### src/neighbor_pair_cutoff_filter_top_assert.svh
// Assertion macros for the neighbor pair cutoff filter.
// Expects signals clk and rst in the scope of each use.
`ifndef NEIGHBOR_PAIR_CUTOFF_FILTER_TOP_ASSERT_SVH
`define NEIGHBOR_PAIR_CUTOFF_FILTER_TOP_ASSERT_SVH

// Check that cons holds in the same cycle as ante.
`define NPCF_ASSERT_IMPL(lbl, ante, cons) \
  lbl: assert property (@(posedge clk) disable iff (rst) (ante) |-> (cons)) \
    else $error("npcf: check failed");

// Check that cons holds in the cycle after ante.
`define NPCF_ASSERT_NEXT(lbl, ante, cons) \
  lbl: assert property (@(posedge clk) disable iff (rst) (ante) |=> (cons)) \
    else $error("npcf: check failed");

`endif

### src/npcf_pkg.sv
// Shared types and constants for the neighbor pair cutoff filter.
// No dependencies; used by npcf_sqrt_pipe and the top level.
package npcf_pkg;

  localparam int IDX_W   = 16;
  localparam int COORD_W = 32;
  localparam int DIST_W  = 31;
  localparam int SQ_W    = 64;
  localparam int ROOT_W  = SQ_W / 2;

  // Square root pipeline: two digit steps per stage, one root bit per step.
  localparam int SQRT_STEPS_PER_STAGE = 2;
  localparam int SQRT_STAGES          = ROOT_W / SQRT_STEPS_PER_STAGE;

  localparam logic [DIST_W-1:0] CUTOFF_RESET = 31'd340787;

  typedef struct packed {
    logic [IDX_W-1:0]          first_index;
    logic [IDX_W-1:0]          second_index;
    logic [1:0]                dummy_mask;
    logic signed [COORD_W-1:0] first_x;
    logic signed [COORD_W-1:0] first_y;
    logic signed [COORD_W-1:0] first_z;
    logic signed [COORD_W-1:0] second_x;
    logic signed [COORD_W-1:0] second_y;
    logic signed [COORD_W-1:0] second_z;
    logic signed [COORD_W-1:0] shift_x;
    logic signed [COORD_W-1:0] shift_y;
    logic signed [COORD_W-1:0] shift_z;
  } npcf_req_t;

  typedef struct packed {
    logic [IDX_W-1:0]          kept_first_index;
    logic [IDX_W-1:0]          kept_second_index;
    logic [DIST_W-1:0]         pair_distance;
    logic signed [COORD_W-1:0] delta_x;
    logic signed [COORD_W-1:0] delta_y;
    logic signed [COORD_W-1:0] delta_z;
  } npcf_res_t;

  // Fields that ride alongside the squared length through the pipeline.
  typedef struct packed {
    logic [IDX_W-1:0]          kept_first_index;
    logic [IDX_W-1:0]          kept_second_index;
    logic signed [COORD_W-1:0] delta_x;
    logic signed [COORD_W-1:0] delta_y;
    logic signed [COORD_W-1:0] delta_z;
  } npcf_carry_t;

endpackage

### src/npcf_sqrt_pipe.sv
// Pipelined digit-by-digit square root with round to nearest.
// Depends on npcf_pkg; carries a side payload alongside the radicand.
module npcf_sqrt_pipe
  import npcf_pkg::*;
(
  input  logic              clk,
  input  logic              rst,
  input  logic              in_valid,
  input  logic [SQ_W-1:0]   in_radicand,
  input  npcf_carry_t       in_carry,
  output logic              out_valid,
  output logic [DIST_W-1:0] out_root,
  output npcf_carry_t       out_carry
);

  localparam int REM_W = ROOT_W + 4;

  typedef struct packed {
    logic [SQ_W-1:0]   rad;
    logic [ROOT_W-1:0] root;
    logic [REM_W-1:0]  rem;
  } sq_state_t;

  // One restoring step: bring down two radicand bits, try (root << 2) | 1.
  function automatic sq_state_t sqrt_step(input sq_state_t s);
    sq_state_t        n;
    logic [REM_W-1:0] shifted;
    logic [REM_W-1:0] trial;
    shifted = {s.rem[REM_W-3:0], s.rad[SQ_W-1 -: 2]};
    trial   = {2'b00, s.root, 2'b01};
    n.rad   = {s.rad[SQ_W-3:0], 2'b00};
    if (shifted >= trial) begin
      n.rem  = shifted - trial;
      n.root = {s.root[ROOT_W-2:0], 1'b1};
    end else begin
      n.rem  = shifted;
      n.root = {s.root[ROOT_W-2:0], 1'b0};
    end
    return n;
  endfunction

  logic        stg_valid [SQRT_STAGES];
  sq_state_t   stg       [SQRT_STAGES];
  npcf_carry_t stg_carry [SQRT_STAGES];

  for (genvar g = 0; g < SQRT_STAGES; g++) begin : g_stage
    logic        prev_valid;
    sq_state_t   prev;
    npcf_carry_t prev_carry;
    sq_state_t   nxt;

    if (g == 0) begin : g_head
      assign prev_valid = in_valid;
      assign prev       = '{rad: in_radicand, root: '0, rem: '0};
      assign prev_carry = in_carry;
    end else begin : g_tail
      assign prev_valid = stg_valid[g-1];
      assign prev       = stg[g-1];
      assign prev_carry = stg_carry[g-1];
    end

    always_comb begin
      nxt = prev;
      for (int k = 0; k < SQRT_STEPS_PER_STAGE; k++) begin
        nxt = sqrt_step(nxt);
      end
    end

    always_ff @(posedge clk) begin
      if (rst) begin
        stg_valid[g] <= 1'b0;
      end else begin
        stg_valid[g] <= prev_valid;
      end
      stg[g]       <= nxt;
      stg_carry[g] <= prev_carry;
    end
  end

  // Round: remainder above the root means the true root is past root + 1/2.
  logic [ROOT_W-1:0] rounded;

  always_comb begin
    if (stg[SQRT_STAGES-1].rem > REM_W'(stg[SQRT_STAGES-1].root)) begin
      rounded = stg[SQRT_STAGES-1].root + ROOT_W'(1);
    end else begin
      rounded = stg[SQRT_STAGES-1].root;
    end
  end

  always_ff @(posedge clk) begin
    if (rst) begin
      out_valid <= 1'b0;
    end else begin
      out_valid <= stg_valid[SQRT_STAGES-1];
    end
    out_root  <= rounded[DIST_W-1:0];
    out_carry <= stg_carry[SQRT_STAGES-1];
  end

endmodule

### config.mk
export PLATFORM = sky130hd
export DESIGN_NAME = npcf_sqrt_pipe
export DESIGN_NICKNAME = d
export VERILOG_FILES = /design/src/neighbor_pair_cutoff_filter_top_assert.svh /design/src/npcf_pkg.sv /design/src/npcf_sqrt_pipe.sv
export SDC_FILE = /design/constraint.sdc
export NUM_CORES = 2
export LEC_CHECK = 0
export BUFFER_PORTS_ARGS = -buffer_cell sky130_fd_sc_hd__buf_2
export CAP_MARGIN = 20
export CORE_MARGIN = 2
export CORE_UTILIZATION = 65
export CTS_BUF_LIST = sky130_fd_sc_hd__clkbuf_2
export DETAILED_ROUTE_END_ITERATION = 6
export PLACE_DENSITY = 0.84
export SYNTH_ARGS = -nofsm -noshare
export SYNTH_HDL_FRONTEND = slang
export SYNTH_MEMORY_MAX_BITS = 65536
export SYNTH_SLANG_ARGS = --single-unit
### constraint.sdc
create_clock -name clk -period 13.67 [get_ports clk]
set_input_delay 2.734 -clock clk [delete_from_list [all_inputs] [get_ports clk]]
set_output_delay 2.734 -clock clk [all_outputs]
set_load 0.1 [all_outputs]
# Word level (Yosys, flattened, before mapping)
# Memories as Yosys holds them, arrays and structs flattened. A register that Yosys moved wholly into a read port is not among the register bits.
# Index checks and enable logic that the tools add are counted.
# op_classes
mux	52
magnitude_cmp	33
add_sub_neg	33
n_bitwise	16
# op_table
cell	count
37-bit 2-to-1 mux	32
36-bit by 34-bit greater-or-equal comparator with 1-bit output	30
36-bit by 34-bit subtractor with 36-bit output	30
36-bit by 3-bit greater-or-equal comparator with 1-bit output	1
36-bit by 32-bit greater-than comparator with 1-bit output	1
36-bit by 3-bit subtractor with 36-bit output	1
31-bit by 1-bit adder with 31-bit output (second input constant)	1
31-bit 2-to-1 mux	1
1-bit 2-to-1 mux	19
1-bit bitwise OR	16
2-bit by 1-bit subtractor with 3-bit output (second input constant)	1
2-bit by 1-bit greater-or-equal comparator with 1-bit output (second input constant)	1
# totals
regBits	31
mem_bits_rw	4112
n_memories	3
elab_cells	138
input_bits	195
# mem_list
name	depth	word_bits	rd	rd_clocked_by_memory_dff	write_ports	line	source
stg	16	128	16	0	16	npcf_sqrt_pipe.sv:43	sq_state_t stg [SQRT_STAGES];
stg_carry	16	128	16	1	16	npcf_sqrt_pipe.sv:44	npcf_carry_t stg_carry [SQRT_STAGES];
stg_valid	16	1	16	1	16	npcf_sqrt_pipe.sv:42	logic stg_valid [SQRT_STAGES];

# Logic depth before layout (Yosys ltp)
# An unclocked memory read counts as a cell.
# logic_depth
word_depth	5
mapped_depth	32
mapped_depth_nobuf	30

# Least setup slack after synthesis
# No wires, ideal clock.
# synth_path
path_kind	register to register
startpoint	memory stg[1][699] in the netlist's numbering
endpoint	memory stg[1][771] in the netlist's numbering
t_required_ns	13.549
setup_time_ns	0.121
path_stages_with_launch	30
synth_period_minus_slack_ns	5.825
path_slack_ns	7.845
path_buffers	5
arrival_ns	5.704
cell_sequence	dfxtp_1 > inv_1 > ha_1 > clkbuf_1 > and3_1 > nand4_1 > nor4_2 > o2111ai_1 > and3_1 > clkbuf_1 > and2_1 > a21oi_1 > inv_2 > clkbuf_1 > clkbuf_1 > o31ai_1 > ha_1 > a21o_1 > a21o_1 > a21oi_1 > o21ai_0 > nand3_1 > a21oi_1 > a211oi_1 > o211ai_1 > a31oi_1 > o2111ai_1 > nor3b_2 > buf_2 > mux2_2
# synth_lines
element	line
start: declaration	npcf_sqrt_pipe.sv:43

==> impl_results.md <==
- Number of max-capacitance violations reported: 0
- Top cells by area in the synthesized netlist: sky130_fd_sc_hd__dfxtp_1 60%, sky130_fd_sc_hd__ha_1 6.3%, sky130_fd_sc_hd__xnor2_1 3.9%
- Clock-pin slew on the worst setup and hold paths: roughly 120 ps
- Total of hold buffers inserted after clock tree synthesis: 0
- Register bit count reported by yosys: 3499
- Pin count of the biggest net entering global routing: 55
- Number of DRC violations after detailed-routing iteration 0: 7412
- Final period utilization: 0.555
- Area share of the largest cell type after synthesis: 0.599
- Total overflow reported by the global router: 0
- Outcome: finished clean
- Synth Warn #: 0
- IO buf count: 354
- Clock Tree Root: sky130_fd_sc_hd__clkbuf_2
- Final weighted congestion of routability-driven global placement: roughly 0.95
- Fraction of synthesis flops using an asynchronous set or reset pin: 0
- Number of flops mapped to enable cells by yosys: 0
- Max Root-Sink Buffers: 4
- Most frequent cell on the critical path: sky130_fd_sc_hd__inv_1
- Kind of launch point of the worst setup path: flip-flop
- Combined global-route utilization of all metal layers: 0.313
- ANT nets after route: 0
- Setup Skew: 249 ps
- Per-cell routed wire length: 20.1 µm
- Type of element capturing the critical path: flip-flop
- Post-Layout Cell Count: 14600
- Vias in the first global route: 83200
- Chip width: approximately 430 µm
- Number of clock sinks seen by CTS: ~3500
- Final hold vios: 0
- Number of antenna violations at the first check in global routing: 18
- Count of filler cells inserted in the layout: 12400
- Final TNS setup: 0 ps
- Fraction of the yosys area taken by sequential cells: 0.599
- Number of post-CTS setup repair buffers: 0
- Cell count after placement: between 10000 and 15000
- Die height: roughly 430 µm
- Clock latency reported for the late side of the worst-skew pair: approximately 2000 ps
- Post-DP HPWL: between 200000 and 250000 µm
- Area of the die: ~180000 µm²
- Vias post-DR: between 80000 and 90000
- Min Clock Period, post-route: 7590 ps
- Count of endpoints failing setup in the final report: 0
- Cell row count: 155
- Area growth, synth to finish: 9.09%
- Arrival time at the worst endpoint: about 9300 ps
- Worst slew pin tran: 1260 ps
- Global-route wire length before repair: ~450000 µm
- Internal power: roughly 16 mW
- Main synth FF type: sky130_fd_sc_hd__dfxtp_1
- Power density cells: between 150 and 200 nW/µm²
- Worst hold path type: reg -> reg
- Slowest-stage cell, CP: sky130_fd_sc_hd__a21boi_0
- R2R cell count: 28
- Final count of pins violating max slew: 0
- Count of unresolved DRC violations after routing: 0
- Power after layout: 23.8 mW
- Leakage: 59.3 nW
- Count of TritonRoute iterations in the first routing pass: 6
- Unrepaired setup endpoints after global routing: false
- Nets: roughly 13000
- Floorplan core area: roughly 180000 µm²
- Met2 routing resource usage after global routing: 0.530
- Critical Path End: stg[1][908]$_DFF_P_
- Switching share of power: 0.345
- Crit Path Category: reg -> reg
- P_sw: ~8 mW
- Inserted Clock Buffers: 766
- Part of the power in the clock network: 0.256
- Wirelength, routed: ~290000 µm
- Fmax: 0.132 GHz
- Number of ports placed on the die boundary: ~360
- CTS tree: built
- Sequential share of power: 0.508
- Detailed-route vias per instance: around 5.6
- Library cell occupying the most area in the post-synthesis netlist: sky130_fd_sc_hd__dfxtp_1
- H-tree levels: 6
- Critical path peak fanout: 33
- Worst r2r dst: stg[1][908]$_DFF_P_
- CP peak stage delay: around 620 ps
- Most crowded layer after global routing: met2
- Syn Area/Cell: roughly 11 µm²
- Critical register-to-register path startpoint: stg[1][820]$_DFF_P_
- Worst VDD drop: approximately 0.16 mV
- Number of cells upsized or downsized after cts: 0
- Most numerous cell in the Yosys netlist: sky130_fd_sc_hd__dfxtp_1
- R2R setup slack: around 6100 ps
- Number of distinct library cells after synthesis: about 110
- Required time at the worst-slack endpoint: 15360 ps
- Cell area after technology mapping: 117000 µm²
- Post-Syn Instances: about 11000
- Comb pwr share: 0.236
- Relative slew margins: 0.161
- Fraction of layout instances using a drive strength above 1: 0.142
- Routing usage on met3: 0.0604
- GR Util met1: 0.380
- Effective utilization at floorplan: 0.655
- Leading post-synthesis cells by instance count: 3499 x sky130_fd_sc_hd__dfxtp_1, 719 x sky130_fd_sc_hd__a21oi_1, 715 x sky130_fd_sc_hd__nand2_1
- Launch point of the critical path: stg[1][820]$_DFF_P_
[state kept, by name, summed over array words and instances (netlist names)]
register,cells
stg_valid,16
stg_carry,2048
stg,1275
out_carry,128
out_valid,1
out_root,31
[worst min path at each step]
stage,startpoint,endpoint,slack (ps),cells past startpoint
global placement,stg[0][249]$_DFF_P_,stg[0][381]$_DFF_P_,310,0
finish,stg_carry[3][61]$_DFF_P_,stg_carry[4][61]$_DFF_P_,160,0
CTS,stg_carry[3][61]$_DFF_P_,stg_carry[4][61]$_DFF_P_,180,0
floorplan,stg_carry[15][0]$_DFF_P_,out_carry[0]$_DFF_P_,310,0
global route,stg_carry[3][61]$_DFF_P_,stg_carry[4][61]$_DFF_P_,170,0
detailed placement,stg_carry[15][108]$_DFF_P_,out_carry[108]$_DFF_P_,310,0
[cells in the final DEF (no fill, tap or decap), drive strengths merged, types with 220 or more instances in the layout]
cell type,n
xnor2,515
xor2,313
nand2,717
a21o,299
ha,593
buf,383
nor2,701
a21oi,720
o21ai,466
inv,541
nor3,220
dfxtp,3499
clkbuf,1090
[cells by family after synthesis]
| family | Yosys count | share of synthesized area |
|---|---|---|
| buffers and inverters | 751 | 0.0246 |
| and+or+nand+nor | 2835 | 0.121 |
| adders and majority gates | 593 | 0.0634 |
| other | 1 | 0.0000321 |
| DFF | 3499 | 0.599 |
| AOI/OAI and AO/OA | 2204 | 0.119 |
| xor gates and xnor gates | 828 | 0.0620 |
| muxes | 110 | 0.0103 |
[power groups by stage]
| stage | Clock, mW | Sequential [mW] | Combinational (mW) |
|---|---|---|---|
| detailed placement | 0 | 12.3 | 5.42 |
| finish | 6.10 | 12.1 | 5.61 |
| CTS | 6.29 | 12.1 | 5.50 |
| global placement | 0 | 12.2 | 5.31 |
| global route | 6.76 | 12.2 | 6.09 |
| floorplan | 0 | 12.3 | 3.83 |
[critical path: cells and delay by family (launching register included)]
kind	cells	cell delay, ps
simple gates	9	2090
compound gates	8	2020
buf+inv	6	1350
fa+ha+maj	2	790
mux	2	710
flops	1	410
xor+xnor	1	80
[layout make-up]
cell class / instances / area, µm² / area share
flip-flops and latches: 3499 / 70000 / 0.549
multi-input cells: 6573 / 44100 / 0.346
clock buffers: 1090 / 5460 / 0.0428
well taps: 2355 / 2950 / 0.0231
repair buffers: 383 / 2020 / 0.0158
inverters: 531 / 1990 / 0.0156
clock inverters: 172 / 968 / 0.00759
diodes: 20 / 50.0 / 0.000392
[per-layer routing]
| layer | vias to the layer above | share of wire |
|---|---|---|
| met5 | - | 0.00021 |
| met4 | 10 | 0.048 |
| met3 | 832 | 0.064 |
| met2 | 3398 | 0.48 |
| met1 | 38500 | 0.41 |
| li1 | 39700 | - |
[metrics by stage]
step                 util  setup WS, ps  hold WS, ps  instance area [µm²]
floorplan               -          7850          310               117000
global placement    0.678          6430          310               121000
detailed placement  0.678          6290          312               121000
CTS                 0.714          6100          185               127000
global route        0.714          5630          168               128000
finish              0.714          6080          155               128000
Note: power is estimated with default switching activity, not from simulation.
